==> src/sv/cce_pkg.sv <==
// Package for the cluster chain to extents block: register indexes, status codes,
// fixed field widths and the control structs shared between the submodules.
// No dependencies.
package cce_pkg;

    localparam int CFG_DATA_W = 64;
    localparam int CFG_IDX_W  = 2;
    localparam int CSZ_BITS   = 22;
    localparam int FSIZE_BITS = 32;

    localparam logic [CSZ_BITS-1:0] CSZ_RESET = 22'd4096;

    typedef enum logic [CFG_IDX_W-1:0] {
        CFG_DATA_OFFSET  = 2'd0,
        CFG_CLUSTER_SIZE = 2'd1,
        CFG_FILE_SIZE    = 2'd2
    } t_cfg_idx;

    typedef enum logic [1:0] {
        ST_OK    = 2'd0,
        ST_EMPTY = 2'd1,
        ST_OVER  = 2'd2,
        ST_TRIM  = 2'd3
    } t_status;

    // Occupancy of a pipeline slot.
    typedef struct packed {
        logic valid;
        logic last;
    } t_item_ctl;

    // Results offered to the output queue in one cycle, first and second in order.
    typedef struct packed {
        logic first;
        logic second;
    } t_push_ctl;

endpackage

==> src/sv/cce_cfg.sv <==
// Configuration registers and the precomputed offset bases derived from them.
// Depends on cce_pkg.
module cce_cfg import cce_pkg::*; #(
    parameter int OFFSET_BITS = 64
) (
    input  logic                   i_clk,
    input  logic                   i_rst_n,
    input  logic                   i_we,
    input  logic [CFG_IDX_W-1:0]   i_index,
    input  logic [CFG_DATA_W-1:0]  i_data,
    output logic [CSZ_BITS-1:0]    o_cluster_size,
    output logic [FSIZE_BITS-1:0]  o_file_size,
    output logic [OFFSET_BITS-1:0] o_base,
    output logic [OFFSET_BITS-1:0] o_base_plus
);

    logic [OFFSET_BITS-1:0] r_data_offset;
    logic [CSZ_BITS-1:0]    r_cluster_size;
    logic [FSIZE_BITS-1:0]  r_file_size;
    logic [OFFSET_BITS-1:0] r_base;
    logic [OFFSET_BITS-1:0] r_base_plus;

    always_ff @(posedge i_clk) begin
        if (!i_rst_n) begin
            r_data_offset  <= '0;
            r_cluster_size <= CSZ_RESET;
            r_file_size    <= '0;
        end else if (i_we) begin
            unique case (t_cfg_idx'(i_index))
                CFG_DATA_OFFSET:  r_data_offset  <= i_data[OFFSET_BITS-1:0];
                CFG_CLUSTER_SIZE: r_cluster_size <= i_data[CSZ_BITS-1:0];
                CFG_FILE_SIZE:    r_file_size    <= i_data[FSIZE_BITS-1:0];
                default: ;
            endcase
        end
    end

    // Cluster n sits at base + n * size, with base = data_offset - 2 * size.
    // The second base gives the end of that cluster without a second adder in series.
    always_ff @(posedge i_clk) begin
        r_base      <= r_data_offset - OFFSET_BITS'({r_cluster_size, 1'b0});
        r_base_plus <= r_data_offset - OFFSET_BITS'(r_cluster_size);
    end

    assign o_cluster_size = r_cluster_size;
    assign o_file_size    = r_file_size;
    assign o_base         = r_base;
    assign o_base_plus    = r_base_plus;

endmodule

==> config.mk <==
export PLATFORM = sky130hd
export DESIGN_NAME = cce_cfg
export DESIGN_NICKNAME = d
export VERILOG_FILES = /design/src/sv/cce_pkg.sv /design/src/sv/cce_cfg.sv
export SDC_FILE = /design/constraint.sdc
export NUM_CORES = 1
export LEC_CHECK = 0
export BUFFER_PORTS_ARGS = -buffer_cell sky130_fd_sc_hd__buf_2
export CORE_MARGIN = 4
export CORE_UTILIZATION = 54
export DETAILED_ROUTE_END_ITERATION = 10
export PLACE_DENSITY = 0.8
export SLEW_MARGIN = 20
export SYNTH_ARGS = -nofsm -noshare
export SYNTH_HDL_FRONTEND = slang
export SYNTH_SLANG_ARGS = --single-unit
==> constraint.sdc <==
create_clock -name i_clk -period 3.7 [get_ports i_clk]
set_input_delay 0.37 -clock i_clk [delete_from_list [all_inputs] [get_ports i_clk]]
set_output_delay 0.37 -clock i_clk [all_outputs]
set_load 0.01 [all_outputs]
* After elaboration in Yosys (flattened, before gate mapping)
Index checks and enable logic that the tools add are counted.
** Operators by class
- Reduce and logical (&&, ||, !) cells :: 4
- Add/subtract/negate cells :: 2
- Eq/ne operators :: 2
** Operators by type and width (number)
- 64-bit by 22-bit subtractor with 64-bit output :: 1
- 64-bit by 23-bit subtractor with 64-bit output :: 1
- 2-bit AND reduction :: 3
- 2-bit by 1-bit equality test with 1-bit output (second input constant) :: 1
- 2-bit equality test (second input constant) :: 1
- 2-bit zero test :: 1
** Word-level totals
- Input bits :: 69
- Flip-flop bits (word level) :: 246

* Longest topological paths before layout
Gate-level depths: netlist (run 1).
- Depth in word-level cells :: 2
- Mapped depth :: 11
- Gate-level depth less buffers :: 10

* Worst setup path after synthesis (run 1)
No wires, ideal clock.
- Path kind :: register to register
- Start :: reg r_cluster_size[10], in the netlist o_cluster_size[10]
- End :: reg r_base[32], in the netlist o_base[32]
- Setup time :: 0.118 ns
- Data arrival time :: 2.839 ns
- Period minus slack after synthesis :: 2.957 ns
- Setup slack :: 0.743 ns
- Data required time :: 3.582 ns
- Stages on the path, launching flop included :: 10
- Buffers on the path :: 0
- Path through :: dfxtp_1 > inv_1 > ha_1 > a21oi_1 > a21oi_1 > nor2b_1 > a221o_1 > a21oi_1 > or4b_2 > xnor2_1
** On the way
- Longest elaborated chain between the ends :: 1
** RTL lines
- start, declared :: line cce_cfg.sv:18 : logic [CSZ_BITS-1:0] r_cluster_size;
- start signal, assigned :: line cce_cfg.sv:31 : CFG_CLUSTER_SIZE: r_cluster_size <= i_data[CSZ_BITS-1:0];
- 64-bit by 23-bit subtractor with 64-bit output :: line cce_cfg.sv:41 : r_base <= r_data_offset - OFFSET_BITS'({r_cluster_size, 1'b0});
- end signal, assigned :: line cce_cfg.sv:41
- end, declared :: line cce_cfg.sv:20 : logic [OFFSET_BITS-1:0] r_base;
Every way passes these cells.
A chain may end at the register's enable or synchronous reset.

* Worst setup path after layout (run 1)
- Start :: reg r_cluster_size[1], in the netlist o_cluster_size[1]
- End :: reg r_base_plus[43], in the netlist o_base_plus[43]
** On the way
- Longest elaborated chain between the ends :: 1
** RTL lines
- 64-bit by 22-bit subtractor with 64-bit output :: line cce_cfg.sv:42 : r_base_plus <= r_data_offset - OFFSET_BITS'(r_cluster_size);
- end signal, assigned :: line cce_cfg.sv:42
- end, declared :: line cce_cfg.sv:21 : logic [OFFSET_BITS-1:0] r_base_plus;
Every way passes these cells.

==> results of run 1 <==
layer usage:
layer  share of wire  GRT usage  vias up  wire, um
met1            0.45      0.380     4650     14200
met3           0.083     0.0557       67      2660
li1                -          -     4781         -
met4           0.028     0.0825        0       909
met2            0.44      0.418      393     14100
met5               0          0        -         0
worst max-delay path, cell delays in order, from the launching register on:
cell	delay [ps]
dfxtp_1	470
inv_1	110
ha_1	290
nor2b_1	160
o31a_1	250
o31ai_1	190
o31ai_1	490
a2bb2oi_1	880
nor3_1	170
xor2_1	180
kinds of logic after synthesis:
group                    synth area share
AND/OR/NAND/NOR                     0.208
adder cells (fa/ha/maj)            0.0533
XOR/XNOR                           0.0941
flip-flops                          0.444
AO/OA/AOI/OAI                       0.162
buffers and inverters              0.0381
stage by stage:
stage	setup WS, ps	instance area, um2	utilization	instances	hold WS [ps]
after global routing	45.9	13400	0.662	1796	85.2
after floorplan	743	11100	-	1284	351
after global placement	524	12500	0.618	1748	356
final	389	13400	0.662	1796	78.7
after CTS	407	13400	0.661	1796	66.9
after detailed placement	430	12500	0.619	1749	368
worst paths after layout:
path | start | to | slack [ps] | cells past startpoint
hold reg to reg | r_data_offset[0]$_SDFFE_PN0P_ | o_base[0]$_DFF_P_ | 390 | 0
setup reg to reg | o_cluster_size[1]$_SDFFE_PN0P_ | o_base_plus[43]$_DFF_P_ | 390 | 9
hold / removal | i_data[48] | r_data_offset[48]$_SDFFE_PN0P_ | 80 | 3
setup / recovery | o_cluster_size[1]$_SDFFE_PN0P_ | o_base_plus[43]$_DFF_P_ | 390 | 9
layout make-up:
type | count | area, um2
inverter | 38 | 143
sequential | 246 | 4920
fill | 1720 | 6840
tap | 270 | 338
timing repair buffer | 264 | 1380
multi-input combinational | 931 | 5750
clock buffer | 34 | 721
clock inverter | 13 | 143
flip-flops by register name (all words and copies together), names as in the netlist:
register,flops
o_base,64
o_base_plus,64
r_data_offset,64
o_file_size,32
o_cluster_size,22
cell usage in the layout, fill, tap and decap left out, drive strengths merged, types with 5 or more instances in the layout:
cell	count
o31ai	5
nand2b	22
ha	44
o211ai	5
a21o	12
nor2b	5
dfxtp	246
or2	5
nor4	19
nand4	11
nor3	31
xnor2	69
inv	40
a21boi	117
buf	264
a31oi	9
nand3	17
clkinv	7
a21oi	43
o21ai	31
clkbuf	34
nor2	57
xor2	50
nand3b	5
o21a	9
nand2	295
or3	10
or4	12
cells in the mapped netlist (9+ instances only):
cell type | instances | area, um2
xnor2_1 | 69 | 604
nand2_1 | 293 | 1100
nor4_1 | 18 | 113
nor2_1 | 57 | 214
dfxtp_1 | 246 | 4920
a31oi_1 | 9 | 56.3
clkbuf_1 | 60 | 225
o21a_1 | 9 | 67.6
inv_1 | 38 | 143
ha_1 | 44 | 551
a21boi_0 | 117 | 878
a21oi_1 | 43 | 215
nand2b_1 | 22 | 138
nor3_1 | 30 | 150
or4_1 | 10 | 75.1
o21ai_0 | 30 | 150
or3_1 | 9 | 56.3
nand4_1 | 11 | 68.8
xor2_1 | 50 | 438
nand3_1 | 17 | 85.1
a21o_1 | 12 | 90.1
power groups by stage:
stage | Combinational (mW) | Sequential, mW | Clock, mW
after floorplan | 0.945 | 3.43 | 0
after global placement | 1.85 | 3.29 | 0
after detailed placement | 1.87 | 3.29 | 0
after CTS | 1.88 | 3.23 | 2.63
after global routing | 2.06 | 3.26 | 2.75
final | 1.88 | 3.23 | 2.60
==> results.md, run 1 <==
- Pleak: 6.09 nW
- Worst slew pin tran: 1010 ps
- Netlist Area Pre-Place: 11,100 um2
- Antenna Nets Post-Route: 0
- Sw Share: 0.306
- Initial antenna violation count: 0
- EDFF count, synth: 0
- RSZ-0062 raised after global routing: no
- CORE AREA: 20,200 um2
- Final net count: approximately 1,600
- Seq/Total Area, Yosys: 0.444
- Final Wtd Congestion: about 0.95
- Worst skew pair latency: ~540 ps
- Mean routed wirelength per cell: 17.8 um
- Die X: approximately 150 um
- Hold Fails Final Rpt: 0
- Largest net degree at the start of global routing: 80
- Clock Power Share: 0.337
- WP data required: 4120 ps
- Overflow after GRT: 0
- Final Cycle Share: 0.895
- Vias per std cell: ~5.5
- Logic pwr share: 0.244
- Status: finished clean
- PwrDens: 576 nW/um2
- Drt initial violations: roughly 630
- Post-cts sizing count: 0
- Root Driver: clkbuf_16
- Crit. End Element: register
- Post-Syn Instances: roughly 1,300
- Port buffer count: 250
- Critical path peak fanout: 11
- Sink Count: 246
- Max-slew violation count: 0
- # Max-Cap Violations: 0
- Clock Skew: 12.7 ps
- Worst setup SP type: register
- DRC viols: 0
- Worst min path class: in -> reg
- Post-CTS Setup Inserts: 0
- Sw Pwr: 2.36 mW
- WL final: 31,900 um
- Final HPWL DP: 24,300 um
- Die Height: 151 um
- CTS Buffer Depth: 3
- Overall Global Routing Usage: 0.270
- Die area: between 20,000 and 25,000 um2
- Vias in the first global route: approximately 9,400
- Routed vias: 9,891
- Syn_area_per_cell: about 8.6 um2
- Area grow syn2layout: 20.9%
- Ys flop type: dfxtp_1
- Max-slew headroom: 0.323
- Setup TNS Final: 0 ps
- #FFs+latches synth: 246
- Crit Path Class: reg -> reg
- Minimum clock period: 3310 ps
- Num rows: 52
- CP arrival: ~3700 ps
- Layout cells sized above 1: 0.214
- Number of buffers created by CTS: 26
- CTS hold repair buffers: 0
- Sequential share of power: 0.419
- Netlist cell types: 64
- H-tree depth: 1
- Starting density of the core: 0.548
- Tot Pwr: approximately 7.7 mW
- First-pass GRT wire length: 49,400 um
- Inserted Diodes: 0
- Syn_nets: 1,399
- Cell Int Power: 5.36 mW
- Peak VDD IR: 320 uV
- Initial DRT Pass Iterations: 5
- CTS tree: done
- Clock-pin slew on the worst setup and hold paths: 60 ps
- Yosys Warn Count: 0
- I/O pins: around 250
- Synth async-reset ratio: 0
- Peak Freq: 302 MHz
- Setup violators final: 0
Power figures use the tool's default switching activity.
==> inputs of run 2 (changes only) <==
- ABC_AREA: not set -> 1
- CORE_UTILIZATION: 54 -> 55
==> run 2 against run 1 <==
- clock power rose by 3%
- largest cell class unchanged
- non-clock buffer count fell by 8
- synthesized area rose by 15%
- power rose by 8.3%
- routed wire length rose by 37%
- critical path depth rose by 4
- via count rose by 35%
- setup slack improved by 790 ps
- die area rose by 13%
- clock skew rose by 13 ps
- fmax rose by 31%
==> results.md, run 2 <==
- Final Cycle Share: 0.681
- Antenna Nets Post-Route: 0
- Vias in the first global route: 12,700
- First-pass GRT wire length: 68,100 um
- PwrDens: 549 nW/um2
- Synth top area share: 0.385
- DRC viols: 0
- Final HPWL DP: 35,500 um
- RSZ-0062 raised after global routing: no
- Adder-cell share of the synthesized area: 0.0462
- Worst setup SP type: register
- WP data required: 4190 ps
- Max-slew violation count: 0
- Pleak: 7.89 nW
- Mean routed wirelength per cell: 17.5 um
- Top-count cell post-synth: nand2_1
- CTS tree: done
- Status: finished clean
- Overflow after GRT: 0
- Initial antenna violation count: 0
- Overall Global Routing Usage: 0.329
- Peak VDD IR: between 300 and 400 uV
- Area grow syn2layout: 19.1%
- Starting density of the core: 0.561
- Netlist Area Pre-Place: 12,800 um2
- Seq/Total Area, Yosys: 0.385
- H-tree depth: 1
- #FFs+latches synth: ~250
- Syn_area_per_cell: 6.67 um2
- Netlist cell types: 35
- Hold Fails Final Rpt: 0
- Final Wtd Congestion: 1.02
- R2R depth: 13
- I/O pins: 251
- Inserted Diodes: 0
- Top cell type by total area after synthesis: dfxtp_1
- Crit Path Class: reg -> reg
- Yosys Warn Count: 0
- CTS Buffer Depth: 3
- Simple-gate share of the synthesized area: 0.322
- Peak Freq: slightly below 400 MHz
- Die area: 25,700 um2
- Largest family of logic cells by synthesized area: simple AND/OR/NAND/NOR gates
- Drt initial violations: roughly 1,300
- Setup TNS Final: 0 ps
- Multiplexer share of the synthesized area: 0
- Critical path peak fanout: 5
- Post-synthesis xor/xnor area fraction: 0.0363
- Synth Area in Compound Gates: 0.106
- Clock-pin slew on the worst setup and hold paths: ~60 ps
- Final net count: 2,279
- Top cells by count, synth: 562 x nand2_1, 307 x inv_1, 246 x dfxtp_1
- Sink Count: 246
- Cell mode on critical path: nand2_1
- Worst-path cell with the longest stage delay: fa_1
- Worst slew pin tran: between 700 and 800 ps
- Max-slew headroom: 0.494
- Post-CTS Setup Inserts: 0
- EDFF count, synth: 0
- CP arrival: 3010 ps
- CORE AREA: 22,800 um2
- CTS hold repair buffers: 0
- Minimum clock period: 2520 ps
- Most frequent cells in the layout: 562 x nand2_1, 307 x inv_1, 250 x buf_2
- Setup violators final: 0
- Post-Syn Instances: 1,916
- Worst skew pair latency: 550 ps
- Synth async-reset ratio: 0
- Port buffer count: 250
- WL final: 43,600 um
- Post-cts sizing count: 0
- Vias per std cell: around 5.3
- Worst min path class: in -> reg
- Final hold slack: 101 ps
- Crit. End Element: register
- Worst path max stage delay: 450 ps
- Largest net degree at the start of global routing: just over 60
- Tot Pwr: 8.36 mW
- Critical path, cell by cell: ha_1 -> fa_1 -> inv_1 -> nand3_1 -> nand2_1 -> nand2_1 -> nand2_1 -> nand2_1 -> nand2_1 -> nand2_1 -> nand3_1 -> nand2_1 -> nand2_1
- Root Driver: clkbuf_16
- Number of buffers created by CTS: 26
- Most common cell after layout, fill and taps aside: nand2_1
- Die Height: 160 um
- # Max-Cap Violations: 0
- Clock Skew: 25.7 ps
- Syn_nets: around 2,000
- Hold path cells: 3
- Layout cells sized above 1: 0.172
- Routed vias: 13,300
- Ys flop type: dfxtp_1
- Num rows: 55
- Area contributors post-synth: dfxtp_1 39%, nand2_1 17%, inv_1 9.0%
- Die X: 160 um
- Initial DRT Pass Iterations: 5
==> run 2: cell types whose count changed after synthesis, moves of 89 or more <==
cell,change
inv_1,+269
nand2_1,+269
a21boi_0,-116
o21ai_0,+89
nor2_1,+121
nand3_1,+94
==> run 2: metrics by stage <==
step | std cells | area [um2] | util | worst slack (ps)
after detailed placement | 2449 | 14400 | 0.630 | 1260
after global placement | 2449 | 14400 | 0.630 | 1310
after global routing | 2495 | 15200 | 0.669 | 1020
after CTS | 2495 | 15200 | 0.669 | 1240
final | 2495 | 15200 | 0.669 | 1180
after floorplan | 1916 | 12800 | - | 1800
==> run 2: cell type report <==
class | count | area (um2)
timing repair buffer | 256 | 1300
clock inverter | 13 | 144
fill | 2132 | 7550
multi-input combinational | 1316 | 6550
sequential | 246 | 4920
clock buffer | 33 | 737
inverter | 318 | 1190
tap | 313 | 392
==> run 2: logic make-up after synthesis <==
family / Yosys count
buffers and inverters: 354
XOR/XNOR: 53
adder cells (fa/ha/maj): 46
flip-flops: 246
AND/OR/NAND/NOR: 962
AO/OA/AOI/OAI: 255
==> run 2: power breakdown <==
part	switching, mW	internal [mW]
Combinational	1.70	0.790
Clock	1.12	1.55
Sequential	0.161	3.03
Total	2.98	5.38
==> run 2: critical path, delay by kind of cell, from the launching register on <==
family | cells | cell delay, ps
adder cells (fa/ha/maj) | 2 | 730
buffers and inverters | 1 | 80
flip-flops | 1 | 360
AND/OR/NAND/NOR | 10 | 1270
==> run 2: path summary, 6_finish.rpt <==
check | from | to | slack [ps]
worst min-delay path | i_data[37] | r_data_offset[37]$_SDFFE_PN0P_ | 100
worst min register to register | r_data_offset[0]$_SDFFE_PN0P_ | o_base[0]$_DFF_P_ | 360
worst max-delay path | o_cluster_size[0]$_SDFFE_PN0P_ | o_base_plus[38]$_DFF_P_ | 1180
worst max register to register | o_cluster_size[0]$_SDFFE_PN0P_ | o_base_plus[38]$_DFF_P_ | 1180
==> run 2: routing by layer <==
metal,global-route usage,up-vias,routed length (um)
li1,-,6495,-
met1,0.468,6092,18800
met2,0.514,669,18800
met3,0.0636,81,4830
met4,0.0896,0,1180
met5,0,-,0
==> inputs of run 3 (changes only) <==
- CORE_UTILIZATION: 55 -> 51
- PLACE_DENSITY: 0.8 -> 0.78
- clock period: 3.7 -> 2.25 ns (I/O delays scaled with it)
==> run 3 against run 2 <==
- the run now ends with negative setup slack left
- combinational power is 79% higher
- power increased by 72%
- clock skew fell by 10 ps
- global-route usage is 0.97 points lower
- clock power up 75%
==> results.md, run 3 (synthesis results as in run 2) <==
- Status: finished with violations
- Violated checks: negative setup slack
- Reg-to-Reg Start: o_cluster_size[18]$_SDFFE_PN0P_
- Sink Count: 246
- Clock-pin slew on the worst setup and hold paths: 60 ps
- Vias in the first global route: between 10,000 and 15,000
- Final Worst Setup Slack: -50.6 ps
- CORE AREA: ~24,000 um2
- Worst setup SP type: register
- Final HPWL DP: between 30,000 and 40,000 um
- Final hold slack: 28.4 ps
- Root Driver: clkbuf_16
- Worst min path class: in -> reg
- Crit Path Class: reg -> reg
- Worst-path cell with the longest stage delay: ha_1
- Placed Area: around 15,000 um2
- Fill count: between 2,000 and 2,500
- Largest net degree at the start of global routing: 113
- Final Cycle Share: 1.02
- Initial antenna violation count: 0
- Final net count: between 2,000 and 2,500
- PwrDens: around 900 nW/um2
- Antenna Nets Post-Route: 0
- Peak VDD IR: 701 uV
- Overall Global Routing Usage: 0.320
- Setup violators final: 1
- Die X: about 170 um
- Post-route insts no fill: 2,598
- Most frequent cells in the layout: 540 x nand2_1, 305 x inv_1, 250 x buf_2
- Setup TNS Final: -50.6 ps
- Worst skew pair latency: approximately 550 ps
- DRC viols: 0
- Most common cell after layout, fill and taps aside: nand2_1
- Placed Instances: around 2,500
- Design area: ~16,000 um2
- Multi-input logic area: just under 7000 um2
- Max-slew violation count: 0
- Layout cells sized above 1: 0.204
- RSZ-0062 raised after global routing: yes
- Reg2reg end: o_base[20]$_DFF_P_
- Minimum clock period: 2300 ps
- Routed vias: 13,700
- CP arrival: about 2700 ps
- Tot Pwr: about 14 mW
- Critical path peak fanout: 4
- Num rows: 57
- CTS Buffer Depth: 3
- FF-to-FF setup slack: -50 ps
- Worst slew pin tran: 684 ps
- Inserted Diodes: 0
- Storage cell area: 4930 um2
- Worst path max stage delay: between 400 and 500 ps
- Overflow after GRT: 0
- Area grow syn2layout: 28.1%
- # Max-Cap Violations: 0
- Peak Freq: 435 MHz
- Final Wtd Congestion: 0.998
- Starting density of the core: 0.523
- Worst Hold End: o_file_size[28]$_SDFFE_PN0P_
- Drt initial violations: between 1,000 and 1,500
- CTS tree: done
- Critical path, cell by cell: inv_1 -> ha_1 -> nand2_2 -> inv_1 -> nand2_2 -> nor2_1 -> nand4_1 -> nand3_1 -> xor2_1
- Die area: 27,700 um2
- Initial DRT Pass Iterations: 5
- Vias per std cell: between 5 and 6
- Max-slew headroom: 0.539
- WP data required: 2650 ps
- Hold Crit Start: i_data[28]
- Pleak: 8.39 nW
- Clock Skew: 15.5 ps
- H-tree depth: 1
- Die Height: about 170 um
- I/O pins: around 250
- Hold Fails Final Rpt: 0
- Number of buffers created by CTS: 26
- R2R depth: 9
- WL final: around 46,000 um
- Crit. End Element: register
- Hold path cells: 3
- First-pass GRT wire length: 71,400 um
- Mean routed wirelength per cell: 17.8 um
- Port buffer count: 250
==> run 3: metal layers <==
layer	GRT usage	share of wire	wire length, um	vias up
met5	0	0	0	-
met3	0.0538	0.095	4390	79
li1	-	-	-	6683
met1	0.449	0.43	19900	6330
met4	0.0808	0.026	1190	0
met2	0.515	0.45	20700	646
==> run 3: timing repair <==
item / CTS / global route
hold buffers: 54 / 0
cloned: 0 / 1
endpoints found under the setup margin: 6 / 78
endpoints found under the hold margin: 83 / 0
setup buffers: 0 / 1
gates resized for setup: 3 / 58
pin swaps: 0 / 9
==> run 3: worst max path at each step <==
stage,start,end,slack (ps)
finish,o_cluster_size[18]$_SDFFE_PN0P_,o_base[20]$_DFF_P_,-50
global route,r_data_offset[1]$_SDFFE_PN0P_,o_base[31]$_DFF_P_,-20
CTS,o_cluster_size[17]$_SDFFE_PN0P_,o_base_plus[51]$_DFF_P_,8
detailed placement,r_data_offset[0]$_SDFFE_PN0P_,o_base_plus[22]$_DFF_P_,1
global placement,r_data_offset[1]$_SDFFE_PN0P_,o_base[31]$_DFF_P_,50
floorplan,r_data_offset[1]$_SDFFE_PN0P_,o_base[61]$_DFF_P_,350
==> run 3: report_power, final <==
| part | switching [mW] | internal (mW) |
|---|---|---|
| clock network | 1.87 | 2.79 |
| registers | 0.269 | 4.99 |
| logic | 2.92 | 1.53 |
| total | 5.06 | 9.31 |
==> run 3: through the flow <==
step / setup slack, ps / utilization
after global placement: 49.1 / 0.599
after detailed placement: 1.20 / 0.599
after global routing: -24.0 / 0.669
final: -50.6 / 0.669
after CTS: 8.35 / 0.660
after floorplan: 346 / -
==> run 3: cell type report <==
cell class                      instances  area share
Inverter                              318      0.0729
Tap cell                              324      0.0248
Sequential cell                       246       0.301
Multi-Input combinational cell       1317       0.413
Clock buffer                           31      0.0421
Clock inverter                         17      0.0155
Timing Repair Buffer                  345       0.131
==> run 3: worst max-delay path: cells and delay by family (launching register included) <==
kind	cells	cell delay (ps)
AND/OR/NAND/NOR	5	800
XOR/XNOR	1	380
buffers and inverters	2	200
flip-flops	1	350
adder cells (fa/ha/maj)	1	420
